<file path="src/greedy_word_wrap_line_breaker_defines.svh">
// assertion macros of the word wrap line breaker rtl
// no dependencies; files that assert include this header
`ifndef GREEDY_WORD_WRAP_LINE_BREAKER_DEFINES_SVH
`define GREEDY_WORD_WRAP_LINE_BREAKER_DEFINES_SVH

`ifndef SYNTH

// property must hold at every clock edge outside reset
`define GWWLB_ASSERT(label, clk, rst_n, prop) \
  label: assert property (@(posedge clk) disable iff (!rst_n) (prop)) \
    else $error("gwwlb assertion failed");

// expression must never be true outside reset
`define GWWLB_NEVER(label, clk, rst_n, expr) \
  label: assert property (@(posedge clk) disable iff (!rst_n) !(expr)) \
    else $error("gwwlb forbidden condition seen");

`else

`define GWWLB_ASSERT(label, clk, rst_n, prop)
`define GWWLB_NEVER(label, clk, rst_n, expr)

`endif

`endif

</file>
<file path="src/gwwlb_pkg.sv">
// shared types, constants and the character classifier of the line breaker
// no dependencies
package gwwlb_pkg;

  localparam int CHAR_W            = 8;
  localparam int WRAP_W            = 6;
  localparam int LINE_CAPACITY_DEF = 64;
  localparam int CMD_DEPTH         = 2;
  localparam int OUT_DEPTH         = 2;
  localparam int APB_ADDR_W        = 3;
  localparam int APB_DATA_W        = 32;

  localparam logic [WRAP_W-1:0] WRAP_WIDTH_RST = 6'd63;

  // register word index, taken from paddr[APB_ADDR_W-1:2]
  localparam logic [APB_ADDR_W-3:0] REG_WRAP_WIDTH = 1'b0;

  localparam logic [CHAR_W-1:0] CHAR_TAB     = 8'd9;
  localparam logic [CHAR_W-1:0] CHAR_NEWLINE = 8'd10;
  localparam logic [CHAR_W-1:0] CHAR_VTAB    = 8'd11;
  localparam logic [CHAR_W-1:0] CHAR_FF      = 8'd12;
  localparam logic [CHAR_W-1:0] CHAR_CR      = 8'd13;
  localparam logic [CHAR_W-1:0] CHAR_SPACE   = 8'd32;

  typedef enum logic [1:0] {
    CLS_WORD,
    CLS_BLANK,
    CLS_NEWLINE
  } cls_e;

  typedef struct packed {
    cls_e              cls;
    logic [CHAR_W-1:0] ch;
  } cmd_t;

  function automatic cls_e classify(input logic [CHAR_W-1:0] c);
    cls_e k;
    if (c == CHAR_NEWLINE) begin
      k = CLS_NEWLINE;
    end else if (c == CHAR_SPACE || c == CHAR_TAB || c == CHAR_VTAB ||
                 c == CHAR_FF || c == CHAR_CR) begin
      k = CLS_BLANK;
    end else begin
      k = CLS_WORD;
    end
    return k;
  endfunction

endpackage

</file>
<file path="src/gwwlb_front.sv">
// input side: takes characters, classifies them and queues commands
// depends on gwwlb_pkg
module gwwlb_front import gwwlb_pkg::*; (
  input  logic              clk_i,
  input  logic              rst_ni,
  input  logic              s_axis_tvalid,
  output logic              s_axis_tready,
  input  logic [CHAR_W-1:0] s_axis_tdata,   // [7:0] ch
  output logic              cmd_valid_o,
  output cmd_t              cmd_o,
  input  logic              cmd_pop_i
);

  localparam int PW = (CMD_DEPTH > 1) ? $clog2(CMD_DEPTH) : 1;
  localparam int CW = $clog2(CMD_DEPTH + 1);

  cmd_t          queue_q [CMD_DEPTH];
  logic [PW-1:0] wr_ptr_q, wr_ptr_d;
  logic [PW-1:0] rd_ptr_q, rd_ptr_d;
  logic [CW-1:0] cnt_q, cnt_d;
  logic          push, pop;

  assign s_axis_tready = (cnt_q != CW'(CMD_DEPTH));
  assign cmd_valid_o   = (cnt_q != '0);
  assign cmd_o         = queue_q[rd_ptr_q];

  assign push = s_axis_tvalid && s_axis_tready;
  assign pop  = cmd_pop_i && cmd_valid_o;

  always_comb begin
    wr_ptr_d = wr_ptr_q;
    rd_ptr_d = rd_ptr_q;
    if (push) begin
      wr_ptr_d = (wr_ptr_q == PW'(CMD_DEPTH - 1)) ? '0 : wr_ptr_q + 1'b1;
    end
    if (pop) begin
      rd_ptr_d = (rd_ptr_q == PW'(CMD_DEPTH - 1)) ? '0 : rd_ptr_q + 1'b1;
    end
    case ({push, pop})
      2'b10:   cnt_d = cnt_q + 1'b1;
      2'b01:   cnt_d = cnt_q - 1'b1;
      default: cnt_d = cnt_q;
    endcase
  end

  always_ff @(posedge clk_i or negedge rst_ni) begin
    if (!rst_ni) begin
      wr_ptr_q <= '0;
      rd_ptr_q <= '0;
      cnt_q    <= '0;
    end else begin
      wr_ptr_q <= wr_ptr_d;
      rd_ptr_q <= rd_ptr_d;
      cnt_q    <= cnt_d;
    end
  end

  // classification happens on the way in
  always_ff @(posedge clk_i) begin
    if (push) begin
      queue_q[wr_ptr_q] <= '{cls: classify(s_axis_tdata), ch: s_axis_tdata};
    end
  end

endmodule

</file>
<file path="src/gwwlb_back.sv">
// execution side: line store ring, word tracking, line emission, result buffer
// depends on gwwlb_pkg and greedy_word_wrap_line_breaker_defines.svh
`include "greedy_word_wrap_line_breaker_defines.svh"

module gwwlb_back import gwwlb_pkg::*; #(
  parameter int LineCapacity = LINE_CAPACITY_DEF,
  localparam int AW = $clog2(LineCapacity),
  localparam int LW = $clog2(LineCapacity + 2)
) (
  input  logic              clk_i,
  input  logic              rst_ni,
  input  logic              cmd_valid_i,
  input  cmd_t              cmd_i,
  output logic              cmd_pop_o,
  input  logic [LW-1:0]     eff_width_i,
  output logic              m_axis_tvalid,
  input  logic              m_axis_tready,
  output logic [CHAR_W-1:0] m_axis_tdata,   // [7:0] out_char
  output logic              m_axis_tuser,   // [0] empty_line
  output logic              m_axis_tlast
);

  localparam logic ST_IDLE = 1'b0;
  localparam logic ST_EMIT = 1'b1;

  localparam int OPW = (OUT_DEPTH > 1) ? $clog2(OUT_DEPTH) : 1;
  localparam int OCW = $clog2(OUT_DEPTH + 1);

  typedef struct packed {
    logic              empty;
    logic              last;
    logic [CHAR_W-1:0] ch;
  } res_t;

  // line store as a ring: carrying a word over only moves the base
  logic [CHAR_W-1:0] line_mem_q [LineCapacity];
  logic [CHAR_W-1:0] rd_data_q;

  logic          state_q, state_d;
  logic [AW-1:0] base_q, base_d;
  logic [LW-1:0] len_q, len_d;
  logic [LW-1:0] lwe_q, lwe_d;
  logic [LW-1:0] ws_q, ws_d;
  logic          in_word_q, in_word_d;

  logic [AW-1:0] ptr_q, ptr_d;
  logic [AW-1:0] k_q, k_d;
  logic [LW-1:0] emit_n_q, emit_n_d;
  logic          emit_empty_q, emit_empty_d;

  logic rd_valid_q, rd_valid_d;
  logic rd_last_q, rd_last_d;
  logic rd_empty_q, rd_empty_d;

  res_t           out_q [OUT_DEPTH];
  logic [OPW-1:0] out_wr_q, out_rd_q;
  logic [OCW-1:0] out_cnt_q;
  logic           out_push, out_pop, space_ok;

  logic          mem_we, rd_en;
  logic [AW-1:0] wr_addr;

  logic [LW-1:0] len_s, lwe_s, ws_s, n_s, from_s;
  logic          in_word_s, emit_s, carry_s, clear_s, last_s;

  function automatic logic [AW-1:0] ring_add(input logic [AW-1:0] a, input logic [LW-1:0] b);
    logic [LW:0] s;
    s = (LW+1)'(a) + (LW+1)'(b);
    if (s >= (LW+1)'(LineCapacity)) begin
      s = s - (LW+1)'(LineCapacity);
    end
    return AW'(s);
  endfunction

  assign wr_addr  = ring_add(base_q, len_q);
  assign out_push = rd_valid_q;
  assign out_pop  = m_axis_tvalid && m_axis_tready;
  // a read issued now passes through rd_data_q and rd_valid_q before it enters the result buffer; keep room for it
  assign space_ok = ((OCW+1)'(out_cnt_q) + (OCW+1)'(rd_valid_q)) <
                    ((OCW+1)'(OUT_DEPTH) + (OCW+1)'(out_pop));
  assign last_s   = emit_empty_q || ((LW'(k_q) + LW'(1)) == emit_n_q);

  always_comb begin
    state_d      = state_q;
    base_d       = base_q;
    len_d        = len_q;
    lwe_d        = lwe_q;
    ws_d         = ws_q;
    in_word_d    = in_word_q;
    ptr_d        = ptr_q;
    k_d          = k_q;
    emit_n_d     = emit_n_q;
    emit_empty_d = emit_empty_q;
    rd_valid_d   = 1'b0;
    rd_last_d    = rd_last_q;
    rd_empty_d   = rd_empty_q;
    mem_we       = 1'b0;
    rd_en        = 1'b0;
    cmd_pop_o    = 1'b0;
    len_s        = len_q;
    lwe_s        = lwe_q;
    ws_s         = ws_q;
    in_word_s    = in_word_q;
    n_s          = '0;
    from_s       = '0;
    emit_s       = 1'b0;
    carry_s      = 1'b0;
    clear_s      = 1'b0;

    case (state_q)
      ST_IDLE: begin
        if (cmd_valid_i) begin
          cmd_pop_o = 1'b1;
          if (cmd_i.cls == CLS_NEWLINE) begin
            emit_s  = 1'b1;
            n_s     = len_q;
            clear_s = 1'b1;
          end else begin
            if (cmd_i.cls == CLS_BLANK) begin
              if (in_word_q) begin
                lwe_s     = len_q;
                in_word_s = 1'b0;
              end
              ws_s = len_q + 1'b1;
            end else begin
              in_word_s = 1'b1;
            end
            if (len_q < LW'(LineCapacity)) begin
              mem_we = 1'b1;
              len_s  = len_q + 1'b1;
            end
            if (len_s > eff_width_i) begin
              emit_s = 1'b1;
              if (!in_word_s) begin
                // wrapped between words
                n_s     = lwe_s;
                clear_s = 1'b1;
              end else if (ws_s == '0) begin
                // word fills the whole line: hard break at the width
                n_s     = eff_width_i;
                from_s  = eff_width_i;
                carry_s = 1'b1;
              end else begin
                n_s     = lwe_s;
                from_s  = ws_s;
                carry_s = 1'b1;
              end
            end
          end

          if (clear_s) begin
            len_d     = '0;
            lwe_d     = '0;
            ws_d      = '0;
            in_word_d = 1'b0;
          end else if (carry_s) begin
            base_d    = ring_add(base_q, from_s);
            len_d     = (from_s < len_s) ? len_s - from_s : '0;
            lwe_d     = '0;
            ws_d      = '0;
            in_word_d = (from_s < len_s);
          end else begin
            len_d     = len_s;
            lwe_d     = lwe_s;
            ws_d      = ws_s;
            in_word_d = in_word_s;
          end

          if (emit_s) begin
            state_d      = ST_EMIT;
            ptr_d        = base_q;
            k_d          = '0;
            emit_n_d     = n_s;
            emit_empty_d = (n_s == '0);
          end
        end
      end
      ST_EMIT: begin
        if (space_ok) begin
          rd_en      = !emit_empty_q;
          rd_valid_d = 1'b1;
          rd_last_d  = last_s;
          rd_empty_d = emit_empty_q;
          ptr_d      = (ptr_q == AW'(LineCapacity - 1)) ? '0 : ptr_q + 1'b1;
          k_d        = k_q + 1'b1;
          if (last_s) begin
            state_d = ST_IDLE;
          end
        end
      end
      default: state_d = ST_IDLE;
    endcase
  end

  always_ff @(posedge clk_i or negedge rst_ni) begin
    if (!rst_ni) begin
      state_q      <= ST_IDLE;
      base_q       <= '0;
      len_q        <= '0;
      lwe_q        <= '0;
      ws_q         <= '0;
      in_word_q    <= 1'b0;
      ptr_q        <= '0;
      k_q          <= '0;
      emit_n_q     <= '0;
      emit_empty_q <= 1'b0;
      rd_valid_q   <= 1'b0;
    end else begin
      state_q      <= state_d;
      base_q       <= base_d;
      len_q        <= len_d;
      lwe_q        <= lwe_d;
      ws_q         <= ws_d;
      in_word_q    <= in_word_d;
      ptr_q        <= ptr_d;
      k_q          <= k_d;
      emit_n_q     <= emit_n_d;
      emit_empty_q <= emit_empty_d;
      rd_valid_q   <= rd_valid_d;
    end
  end

  always_ff @(posedge clk_i) begin
    rd_last_q  <= rd_last_d;
    rd_empty_q <= rd_empty_d;
  end

  // line store: one write port, one registered read port
  always_ff @(posedge clk_i) begin
    if (mem_we) begin
      line_mem_q[wr_addr] <= cmd_i.ch;
    end
    if (rd_en) begin
      rd_data_q <= line_mem_q[ptr_q];
    end
  end

  // result buffer
  always_ff @(posedge clk_i or negedge rst_ni) begin
    if (!rst_ni) begin
      out_wr_q  <= '0;
      out_rd_q  <= '0;
      out_cnt_q <= '0;
    end else begin
      if (out_push) begin
        out_wr_q <= (out_wr_q == OPW'(OUT_DEPTH - 1)) ? '0 : out_wr_q + 1'b1;
      end
      if (out_pop) begin
        out_rd_q <= (out_rd_q == OPW'(OUT_DEPTH - 1)) ? '0 : out_rd_q + 1'b1;
      end
      case ({out_push, out_pop})
        2'b10:   out_cnt_q <= out_cnt_q + 1'b1;
        2'b01:   out_cnt_q <= out_cnt_q - 1'b1;
        default: out_cnt_q <= out_cnt_q;
      endcase
    end
  end

  always_ff @(posedge clk_i) begin
    if (out_push) begin
      out_q[out_wr_q] <= '{empty: rd_empty_q, last: rd_last_q,
                           ch: rd_empty_q ? '0 : rd_data_q};
    end
  end

  assign m_axis_tvalid = (out_cnt_q != '0);
  assign m_axis_tdata  = out_q[out_rd_q].ch;
  assign m_axis_tuser  = out_q[out_rd_q].empty;
  assign m_axis_tlast  = out_q[out_rd_q].last;

  `GWWLB_ASSERT(a_len_in_range, clk_i, rst_ni, len_q <= LW'(LineCapacity))
  `GWWLB_ASSERT(a_word_end_in_line, clk_i, rst_ni, lwe_q <= len_q)
  `GWWLB_ASSERT(a_newline_clears, clk_i, rst_ni, (cmd_pop_o && cmd_i.cls == CLS_NEWLINE) |=> (len_q == '0 && !in_word_q))
  `GWWLB_ASSERT(a_read_only_when_emitting, clk_i, rst_ni, rd_valid_q |-> $past(state_q == ST_EMIT))
  `GWWLB_NEVER(a_out_overflow, clk_i, rst_ni, out_cnt_q > OCW'(OUT_DEPTH))

endmodule

</file>
<file path="src/greedy_word_wrap_line_breaker.sv">
// greedy word wrap line breaker: one character in, wrapped lines out as characters
// path: a character that emits a line passes the command queue, the emit state, the registered line store read
//   and the result buffer before its first result shows; the back takes no new character while it emits,
//   and results leave through the single read port of the line store (an empty line still makes one result)
// reset: rst_ni asynchronous active low; clears line state, queues and sets wrap_width to 63
// depends on gwwlb_pkg, gwwlb_front, gwwlb_back
module greedy_word_wrap_line_breaker import gwwlb_pkg::*; #(
  parameter int LineCapacity = LINE_CAPACITY_DEF
) (
  input  logic                  clk_i,
  input  logic                  rst_ni,
  // character input stream
  input  logic                  s_axis_tvalid,
  output logic                  s_axis_tready,
  input  logic [CHAR_W-1:0]     s_axis_tdata,   // [7:0] ch
  // result stream, one transfer per emitted character
  output logic                  m_axis_tvalid,
  input  logic                  m_axis_tready,
  output logic [CHAR_W-1:0]     m_axis_tdata,   // [7:0] out_char
  output logic                  m_axis_tuser,   // [0] empty_line
  output logic                  m_axis_tlast,   // line_end
  // configuration port
  input  logic                  psel,
  input  logic                  penable,
  input  logic                  pwrite,
  input  logic [APB_ADDR_W-1:0] paddr,
  input  logic [APB_DATA_W-1:0] pwdata,
  output logic [APB_DATA_W-1:0] prdata,
  output logic                  pready
);

  localparam int LW = $clog2(LineCapacity + 2);

  logic [WRAP_W-1:0] wrap_width_q, wrap_width_d;
  logic [WRAP_W:0]   width_ext, width_cap;
  logic [LW-1:0]     eff_width;
  logic              reg_sel;
  logic              cfg_write;
  logic              cmd_valid, cmd_pop;
  cmd_t              cmd;

  // config register: written on the access phase
  assign pready    = 1'b1;
  assign reg_sel   = (paddr[APB_ADDR_W-1:2] == REG_WRAP_WIDTH);
  assign cfg_write = psel && penable && pwrite && pready && reg_sel;
  assign prdata    = reg_sel ? APB_DATA_W'(wrap_width_q) : '0;

  always_comb begin
    wrap_width_d = wrap_width_q;
    if (cfg_write) begin
      wrap_width_d = pwdata[WRAP_W-1:0];
    end
  end

  always_ff @(posedge clk_i or negedge rst_ni) begin
    if (!rst_ni) begin
      wrap_width_q <= WRAP_WIDTH_RST;
    end else begin
      wrap_width_q <= wrap_width_d;
    end
  end

  // effective width: zero acts as one, capped one below the store capacity
  assign width_ext = {1'b0, wrap_width_q};
  assign width_cap = (WRAP_W+1)'(LineCapacity - 1);
  always_comb begin
    if (wrap_width_q == '0) begin
      eff_width = LW'(1);
    end else if (width_ext > width_cap) begin
      eff_width = LW'(width_cap);
    end else begin
      eff_width = LW'(width_ext);
    end
  end

  // front: accept and classify, short command queue
  gwwlb_front u_front (
    .clk_i         (clk_i),
    .rst_ni        (rst_ni),
    .s_axis_tvalid (s_axis_tvalid),
    .s_axis_tready (s_axis_tready),
    .s_axis_tdata  (s_axis_tdata),
    .cmd_valid_o   (cmd_valid),
    .cmd_o         (cmd),
    .cmd_pop_i     (cmd_pop)
  );

  // back: line store, word tracking and emission
  gwwlb_back #(
    .LineCapacity (LineCapacity)
  ) u_back (
    .clk_i         (clk_i),
    .rst_ni        (rst_ni),
    .cmd_valid_i   (cmd_valid),
    .cmd_i         (cmd),
    .cmd_pop_o     (cmd_pop),
    .eff_width_i   (eff_width),
    .m_axis_tvalid (m_axis_tvalid),
    .m_axis_tready (m_axis_tready),
    .m_axis_tdata  (m_axis_tdata),
    .m_axis_tuser  (m_axis_tuser),
    .m_axis_tlast  (m_axis_tlast)
  );

endmodule

</file>
<file path="config.mk">
export PLATFORM = sky130hd
export DESIGN_NAME = greedy_word_wrap_line_breaker
export DESIGN_NICKNAME = d
export VERILOG_FILES = /design/src/gwwlb_pkg.sv /design/src/gwwlb_front.sv /design/src/gwwlb_back.sv /design/src/greedy_word_wrap_line_breaker.sv
export VERILOG_INCLUDE_DIRS = /design/src /design/src/src
export SDC_FILE = /design/constraint.sdc
export NUM_CORES = 1
export LEC_CHECK = 0
export BUFFER_PORTS_ARGS = -buffer_cell sky130_fd_sc_hd__buf_2
export CAP_MARGIN = 20
export CORE_ASPECT_RATIO = 2
export CORE_MARGIN = 2
export CORE_UTILIZATION = 64
export DETAILED_ROUTE_END_ITERATION = 6
export GPL_ROUTABILITY_DRIVEN = 0
export PLACE_DENSITY = 0.82
export RECOVER_POWER = 25
export SETUP_SLACK_MARGIN = 0.3
export SYNTH_ARGS = -nofsm -noshare
export SYNTH_HDL_FRONTEND = slang
export SYNTH_HIERARCHICAL = 1
export SYNTH_SLANG_ARGS = --single-unit
</file>
<file path="constraint.sdc">
create_clock -name clk_i -period 6.6 [get_ports clk_i]
set_input_delay 0.66 -clock clk_i [delete_from_list [all_inputs] [get_ports clk_i]]
set_output_delay 0.66 -clock clk_i [all_outputs]
set_load 0.02 [all_outputs]
</file>
### Word level (Yosys, flattened, before mapping)

Memory sizes are Yosys's and may differ from the RTL's. A register that Yosys moved wholly into a read port is not among the register bits.
Index checks and enable logic that the tools add are counted.
Widths: inputs -> output; s select.

| word-level totals | value |
|---|---|
| bits in registers | 66 |
| memory bits (writable) | 552 |
| input bits | 50 |
| logic and storage cells | 196 |
| memories kept | 3 |

| cells by class | value |
|---|---|
| add/sub/neg operators | 19 |
| order comparisons | 7 |
| equal/unequal tests | 19 |
| mux-type cells | 100 |
| bitwise gates (word level) | 3 |
| reductions and logical operators | 25 |

Memory list:

| name | depth | bits a word | rd ports | clocked after memory_dff | wr ports | line | RTL |
|---|---|---|---|---|---|---|---|
| u_back.line_mem_q | 64 | 8 | 1 | 1 | 1 | gwwlb_back.sv:36 | `logic [CHAR_W-1:0] line_mem_q [LineCapacity];` |
| u_back.out_q | 2 | 10 | 1 | 0 | 1 | gwwlb_back.sv:55 | `res_t out_q [OUT_DEPTH];` |
| u_front.queue_q | 2 | 10 | 1 | 0 | 1 | gwwlb_front.sv:17 | `cmd_t queue_q [CMD_DEPTH];` |

Operator list:

| cell | count |
|---|---|
| $mux 7 | 35 |
| $mux 6 | 11 |
| $mux 1 | 46 |
| $eq 8x4->1 const B | 5 |
| $pmux 6 s2 | 2 |
| $add 6x7->8 | 2 |
| $ge 8x7->1 const B | 2 |
| $logic_not 7->1 | 2 |
| $add 6x1->6 const B | 2 |
| $sub 6x1->6 const B | 2 |
| $reduce_and 3->1 | 3 |
| $eq 8x6->1 const B | 1 |
| $mux 8 | 1 |
| $pmux 2 s2 | 2 |
| $reduce_bool 2->1 | 4 |
| $add 6x1->7 const B | 1 |
| $add 7x1->7 const B | 1 |
| $eq 7x7->1 | 1 |
| $gt 7x7->1 | 1 |
| $lt 7x7->1 | 1 |
| $lt 7x7->1 const B | 1 |
| $sub 7x7->7 | 1 |
| $eq 2x1->1 const B | 3 |
| $eq 2x2->1 const B | 3 |
| 20 further kinds | 40 |

### Longest topological paths before layout

Gate-level depths: netlist of the first run.
An unclocked memory read counts as a cell.

| logic depth | value |
|---|---|
| word-level depth | 17 |
| depth in mapped cells | 21 |
| mapped depth without buffers | 19 |

### By module

The synthesis of the first run kept the hierarchy.

Modules (own cells, without submodules):

| module | times used | cells an instance | area an instance (um^2) |
|---|---|---|---|
| gwwlb_back | 1 | 1376 | 25027.8 |
| gwwlb_front | 1 | 56 | 970.9 |
| greedy_word_wrap_line_breaker | 1 | 55 | 535.5 |

### Worst setup path before layout of the first run

OpenSTA, ideal clock, no wires.

| timing | value |
|---|---|
| kind | register -> register |
| start | register u_front.rd_ptr_q |
| end | register u_back.len_q[6] |
| library setup time | 0.142 ns |
| arrival | 3.912 ns |
| data required time | 6.458 ns |
| slack | 2.546 ns |
| stages on the path, launching flop included | 20 |
| cell sequence | dfrtp_1 > buf_2 > mux2_1 > nor2b_1 > buf_2 > mux2_2 > a211oi_1 > and3_1 > buf_2 > a21oi_1 > nor2_1 > ha_1 > inv_1 > fa_1 > a21o_1 > a311o_1 > a21oi_1 > xnor2_1 > mux2i_1 > o22ai_1 |

RTL lines:

| what | line | RTL |
|---|---|---|
| start, declared | gwwlb_front.sv:19 | `logic [PW-1:0] rd_ptr_q, rd_ptr_d;` |
| start signal, assigned | gwwlb_front.sv:53 | `rd_ptr_q <= rd_ptr_d;` |
| end signal, assigned | gwwlb_back.sv:211 | `len_q <= len_d;` |
| end, declared | gwwlb_back.sv:41 | `logic [LW-1:0] len_q, len_d;` |

### Final worst setup path of the first run

| timing | value |
|---|---|
| start | register u_back.len_q[4] |
| end | register u_back.len_q[2] |

| between the ends | value |
|---|---|
| cells in the longest elaborated chain, start to end | 16 |

Ends and longest elaborated chain:

| what | line | RTL |
|---|---|---|
| branches (longest 15 deep; another with $add 7x1->7) | - |  |
| $mux 7 * | gwwlb_back.sv:151 | `if (clear_s) begin` |

Every way passes the cells marked *. The select of a mux whose other input is x is not followed.
A chain may end at the register's enable or synchronous reset.

==> impl_metrics.py, run 1 <==
metrics = {
    "detailed_routing": {
        "drt_wl_total_um": 62800,
        "routedWlPerCell_um": 29.8,
        "dr.first_iter.drc_count": 1402,
        "met2_length_um": 34100,
        "dr_total_vias": 14231,
        "highest_layer": "met4",
        "route.detailed.drc": 0,
        "wl_met1_um": 19800,
        "drtPass1Iterations": 6,
        "dr_wl_met3_um": 4140,
        "drtAntennaViolNets": 0,
        "vias_per_cell": 6.77,
    },
    "clock_network": {
        "ctsHoldBuffers": 0,
        "htreeDepth": 2,
        "cts_root_buf": "clkbuf_16",
        "tritoncts": "built",
        "clk_pin_slew_ps": 70,
        "cts_setup_buffers": 0,
        "clkSinkCount": 626,
        "cts-resized-gates": 0,
        "clock_path_buffers": 3,
        "insertion_delay_ps": 590,
        "cts_made_buffers": 49,
    },
    "placement": {
        "dp_cells": 2009,
        "port_buffers": 39,
        "hpwl_um": 39600,
    },
    "timing": {
        "fin_setup_tns_ps": 0,
        "fmax_ghz": 0.203,
        "post-route-period-util": 0.747,
        "fin_skew_ps": 24.1,
        "finalSetupViolations": 0,
        "rsz0062_at_grt": "false",
        "hold_viol": 0,
        "slew_viol_final": 220,
        "tightest_slew_ps": 3620,
        "slew_headroom": -1.41,
        "finalCriticalPeriod_ps": 4930,
    },
    "synthesis": {
        "synth_compound_area_frac": 0.0432,
        "yosysSeqAreaShare": 0.697,
        "yosys_warnings": 6,
        "ys.flop_type": "edfxtp_1",
        "synth-async-reset-ratio": 0.102,
        "synth_top_family_by_area": "multiplexers",
        "avgSynthCellArea_um2": 17.8,
        "synth-simple-area-share": 0.0524,
        "synth_edf_count": 562,
        "synthCells": 1487,
        "synthAdderAreaFrac": 0.0174,
        "yosys_register_bits": 626,
        "synth.area.mux_share": 0.151,
        "synth_xor_area_frac": 0.0158,
        "ys_types": 78,
        "synth_area_um2": 26500,
    },
    "global_routing": {
        "gr-usage-all-layers": 0.298,
        "grt_pass1_wl_um": 94300,
        "grt_pass1_vias": 14976,
        "antenna_found_initial": 0,
        "grt_max_degree": 69,
        "gr-total-overflow": 0,
    },
    "run": {
        "cap_violations": 4,
    },
    "worst_setup_path": {
        "cp_max_fo": 10,
        "endpoint_kind": "flip-flop",
        "path_class": "flip-flop to flip-flop",
        "r2r_start": "u_back/len_q[4]",
        "worst_setup_path_start_kind": "flip-flop",
        "critPathLaunch": "u_back/len_q[4]",
        "worstPathRequired_ps": 7030,
        "worstPathArrival_ps": 5360,
    },
    "floorplanning": {
        "rows": 105,
        "ios": 95,
        "die_h_um": 292,
        "core_area_um2": 41000,
        "dieArea_um2": 43200,
        "die_w_um": 148,
        "start_util": 0.647,
    },
    "layout": {
        "nNetsFinal": 1615,
        "instances_no_fill": 2103,
        "fillers": 2435,
        "diodes": 0,
        "layout_commonest_cell": "edfxtp_1",
        "layout-drive-gt1-share": 0.200,
        "layout_common_cells": "edfxtp_1 (562), mux4_2 (160), nor2_1 (115)",
        "synthToLayoutAreaGrowth_pct": 8.04,
    },
    "worst_hold_path": {
        "min_from": "pwdata[3]",
        "hold_path.class": "input port to flip-flop",
    },
    "pwr": {
        "power_leakage_nw": 9.53,
        "power_density_nw_per_um2": 462,
        "irDropWorstVdd_mv": 0.243,
    },
    "status": {
        "status": "complete, but fails checks",
        "violations": "max-capacitance violations, max-slew violations",
    },
}
[kinds of logic after synthesis]
| logic type | after synthesis |
|---|---|
| fa+ha+maj | 35 |
| compound gates | 166 |
| xor+xnor | 48 |
| simple gates | 297 |
| buf+inv | 116 |
| flops | 626 |
| other cells | 2 |
| mux | 197 |
[where the power goes]
group,switching (W),internal (W),total [W]
Sequential,0.000487,0.00516,0.00565
Combinational,0.00287,0.00186,0.00473
Clock,0.00134,0.00153,0.00288
[sequential cells by signal (all words and copies together) (netlist names), 7 cells and up]
signal / count
u_back/line_mem_q: 512
u_back/out_q: 20
u_front/queue_q: 20
u_back/rd_data_q: 8
u_back/emit_n_q: 7
u_back/len_q: 7
u_back/lwe_q: 7
u_back/ws_q: 7
[final timing paths]
kind,to,slack [ps],cells past startpoint
worst min register to register,u_back/out_q[0][8],460,0
worst max register to register,u_back/len_q[2],1670,17
worst min-delay path,wrap_width_q[3],330,2
min in group asynchronous,u_back/len_q[6],1400,2
max in group asynchronous,u_back/ptr_q[0],2600,2
worst max-delay path,u_back/len_q[2],1670,17
[layout make-up]
cell class / count / area, um2 / area share
flip-flops and latches: 626 / 18500 / 0.645
clock inverters: 27 / 239 / 0.00834
well taps: 535 / 669 / 0.0234
clock buffers: 62 / 1310 / 0.0456
multi-input cells: 774 / 7540 / 0.263
inverters: 19 / 71.3 / 0.00249
repair buffers: 60 / 352 / 0.0123
[worst max-delay path, cell delays in order (launching register included)]
cell,delay (ps)
dfrtp_1,750
nand2_1,270
inv_1,110
nand4_1,100
ha_1,350
nor3b_1,180
mux2i_1,100
a211oi_1,430
and3_1,360
a21oi_1,130
nand2b_1,200
ha_1,330
nor2b_1,170
o211ai_1,220
nand3_1,150
o211a_1,200
a32oi_1,530
o21ai_0,200
[cells in the mapped netlist (all sizes together), types with 10 or more instances]
master,n,area [um2]
xnor2,24,210
nor3,12,60.1
a22o,11,96.3
ha,32,400
mux2,30,338
dfrtp,58,1450
nor2,115,432
nand3,20,100
a22oi,17,128
mux4,160,3600
o21ai,27,139
nor2b,20,125
nand2,73,274
a21oi,33,169
xor2,24,210
buf,60,397
edfxtp,562,16900
and3,11,68.8
inv,18,67.6
clkbuf,36,135
and2,10,62.6
a31oi,11,68.8
[metal layers]
metal  global-route usage  vias to the layer above
met3               0.0503                      242
met2                0.529                      772
met4                0.185                        0
li1                     -                     5956
met1                0.332                     7261
met5                    0                        -
[metrics by stage]
| step | hold slack (ps) | instance area [um2] | setup WS [ps] | power (W) | utilization |
|---|---|---|---|---|---|
| 2_1_floorplan | 364 | 26600 | 2550 | 0.00882 | - |
| 3_3_place_gp | 428 | 27100 | 1980 | 0.0100 | 0.661 |
| 3_5_place_dp | 449 | 27100 | 1910 | 0.0102 | 0.661 |
| 4_1_cts | 278 | 28600 | 1880 | 0.0132 | 0.699 |
| 5_1_grt | 315 | 28700 | 1320 | 0.0137 | 0.699 |
| 6_report | 331 | 28700 | 1670 | 0.0133 | 0.699 |
(Power assumes the default switching activity.)
==> run 2, diff against run 1 <==
Settings changed: CORE_UTILIZATION 64 to 62, PLACE_DENSITY 0.82 to 0.8.
Clock period 6.6 ns to 4.8 ns, I/O delays scaled along.
==> run 2 against run 1 <==
  * The flow still finishes with violations (max-capacitance violations, max-slew violations)
  * Critical path type unchanged
  * Combinational power rose by 42%
  * Non-clock buffer count increased by 46
  * First-iteration DRC count fell by 7.5%
  * Wire length decreased by 2.6%
  * Flip-flop and latch count stayed put
  * Via count is 0.25% higher
  * Clock skew rose by 8.7 ps
  * Hold slack got worse by 210 ps
  * Sequential power rose by 36%
  * Sequential share of layout area shrank 1.1 points
  * Register-to-register slack got worse by 1300 ps
==> impl_metrics.py, run 2 (synthesized netlist as in run 1, its figures left out) <==
metrics = {
    "clock_network": {
        "insertion_delay_ps": 610,
        "htreeDepth": 2,
        "cts_made_buffers": 50,
        "clk_pin_slew_ps": 70,
        "ctsHoldBuffers": 0,
        "tritoncts": "built",
        "clkSinkCount": 626,
        "cts_root_buf": "clkbuf_16",
        "clock_path_buffers": 3,
    },
    "floorplanning": {
        "die_h_um": 297,
        "dieArea_um2": 44600,
        "core_area_um2": 42400,
        "ios": 95,
        "start_util": 0.625,
        "rows": 107,
        "die_w_um": 150,
    },
    "global_routing": {
        "grt_pass1_vias": 14860,
        "gr-usage-all-layers": 0.278,
        "grt_max_degree": 68,
        "gr-total-overflow": 0,
        "antenna_found_initial": 0,
        "grt_pass1_wl_um": 89600,
    },
    "placement": {
        "port_buffers": 39,
        "placed_area_um2": 27400,
        "hpwl_um": 38900,
    },
    "pwr": {
        "power_leakage_nw": 9.79,
        "power_density_nw_per_um2": 634,
        "total_power_w": 0.0185,
        "irDropWorstVdd_mv": 0.357,
    },
    "layout": {
        "reg.largest.list": "u_back/line_mem_q: 512 flops, u_back/out_q: 20 flops, u_front/queue_q: 20 flops",
        "layout_common_cells": "edfxtp_1 (562), mux4_2 (160), nor2_1 (115)",
        "layout-drive-gt1-share": 0.228,
        "layout_commonest_cell": "edfxtp_1",
        "synthToLayoutAreaGrowth_pct": 9.85,
        "diodes": 0,
        "nNetsFinal": 1662,
        "largest_reg_flops": 512,
        "final_util": 0.687,
        "regMostFlops": "u_back/line_mem_q",
        "stdcell_area_um2": 29100,
    },
    "worst_setup_path": {
        "cp_max_fo": 7,
        "worstPathArrival_ps": 4810,
        "worst_setup_path_start_kind": "flip-flop",
        "r2r_start": "u_front/rd_ptr_q",
        "r2r-end": "u_back/base_q[5]",
        "path_class": "flip-flop to flip-flop",
        "r2r_cells": 16,
        "critPathLaunch": "u_front/rd_ptr_q",
        "reg2reg_slack_ps": 410,
        "endpoint_kind": "flip-flop",
        "worstPathRequired_ps": 5220,
    },
    "detailed_routing": {
        "dr_total_vias": 14266,
        "dr.first_iter.drc_count": 1297,
        "route.detailed.drc": 0,
        "drtPass1Iterations": 7,
        "routedWlPerCell_um": 28.3,
        "vias_per_cell": 6.60,
        "drtAntennaViolNets": 0,
        "drt_wl_total_um": 61100,
    },
    "timing": {
        "finalCriticalPeriod_ps": 4390,
        "rsz0062_at_grt": "false",
        "tightest_slew_ps": 3530,
        "fmax_ghz": 0.228,
        "finalSetupViolations": 0,
        "hold_viol": 0,
        "fin_skew_ps": 32.7,
        "slew_viol_final": 267,
        "post-route-period-util": 0.914,
        "slew_headroom": -1.35,
        "fin_setup_tns_ps": 0,
    },
    "run": {
        "cap_violations": 5,
    },
    "worst_hold_path": {
        "hold_path.class": "input port to flip-flop",
        "worstHoldPathCells": 2,
        "whs_endpoint": "wrap_width_q[5]",
        "min_from": "pwdata[5]",
    },
    "status": {
        "violations": "max-capacitance violations, max-slew violations",
        "status": "complete, but fails checks",
    },
}
-- run 2: cell count changes in the layout (fill, tap and decap cells not counted), sizes merged --
cell,before,now
inv,21,19
buf,47,87
clkinv,21,30
clkbuf,75,74
bufinv,3,4
clkinvlp,1,4
-- run 2: routing by layer --
layer | GRT usage | vias up | wire length [um]
met3 | 0.0425 | 220 | 3270
met5 | 0 | - | 0
met4 | 0.185 | 0 | 4720
li1 | - | 6046 | -
met2 | 0.512 | 661 | 33700
met1 | 0.287 | 7339 | 19400
-- run 2: final cells by class --
type / instances / area (um2)
inverters: 19 / 71.3
well taps: 545 / 682
flip-flops and latches: 626 / 18500
clock buffers: 55 / 1270
fillers: 2569 / 13300
multi-input cells: 774 / 7590
clock inverters: 38 / 338
repair buffers: 106 / 698
-- run 2: power breakdown --
group          total [W]  switching [W]  internal, W
Sequential       0.00770       0.000592      0.00711
Clock            0.00403        0.00188      0.00215
Combinational    0.00674        0.00401      0.00274
Total             0.0185        0.00648       0.0120
-- run 2: worst max-delay path by stage --
| stage | depth (start not counted) | slack (ps) | end |
|---|---|---|---|
| after floorplan | 19 | 750 | u_back/len_q[6] |
| after global placement | 17 | 500 | u_back/len_q[6] |
| after detailed placement | 16 | 410 | u_back/base_q[5] |
| after CTS | 16 | 370 | u_back/base_q[5] |
| after global routing | 16 | 220 | u_back/base_q[5] |
| final | 16 | 410 | u_back/base_q[5] |
-- run 2: timing repair --
item | CTS | global route
setup endpoints to repair | 0 | 7
gates resized for setup | 0 | 11
buffers inserted | 0 | 5
-- run 2: critical path: stages, from the launching register on --
cell       delay (ps)
dfrtp_1           500
mux2_1            410
nor2b_1           270
mux2_2            380
a211oi_1          210
buf_4             190
and3_1            170
buf_4             140
a21oi_1            90
nor2_1            220
ha_1              290
a211oi_1          210
o21bai_1          110
a21o_1            260
and3_1            220
a2111oi_2         310
o311ai_0          220
-- run 2: through the flow --
stage,std cells,setup WS (ps),hold slack (ps)
floorplan,1516,746,184
global placement,2058,497,428
detailed placement,2058,415,449
CTS,2151,370,94.0
global route,2163,218,121
finish,2163,413,126
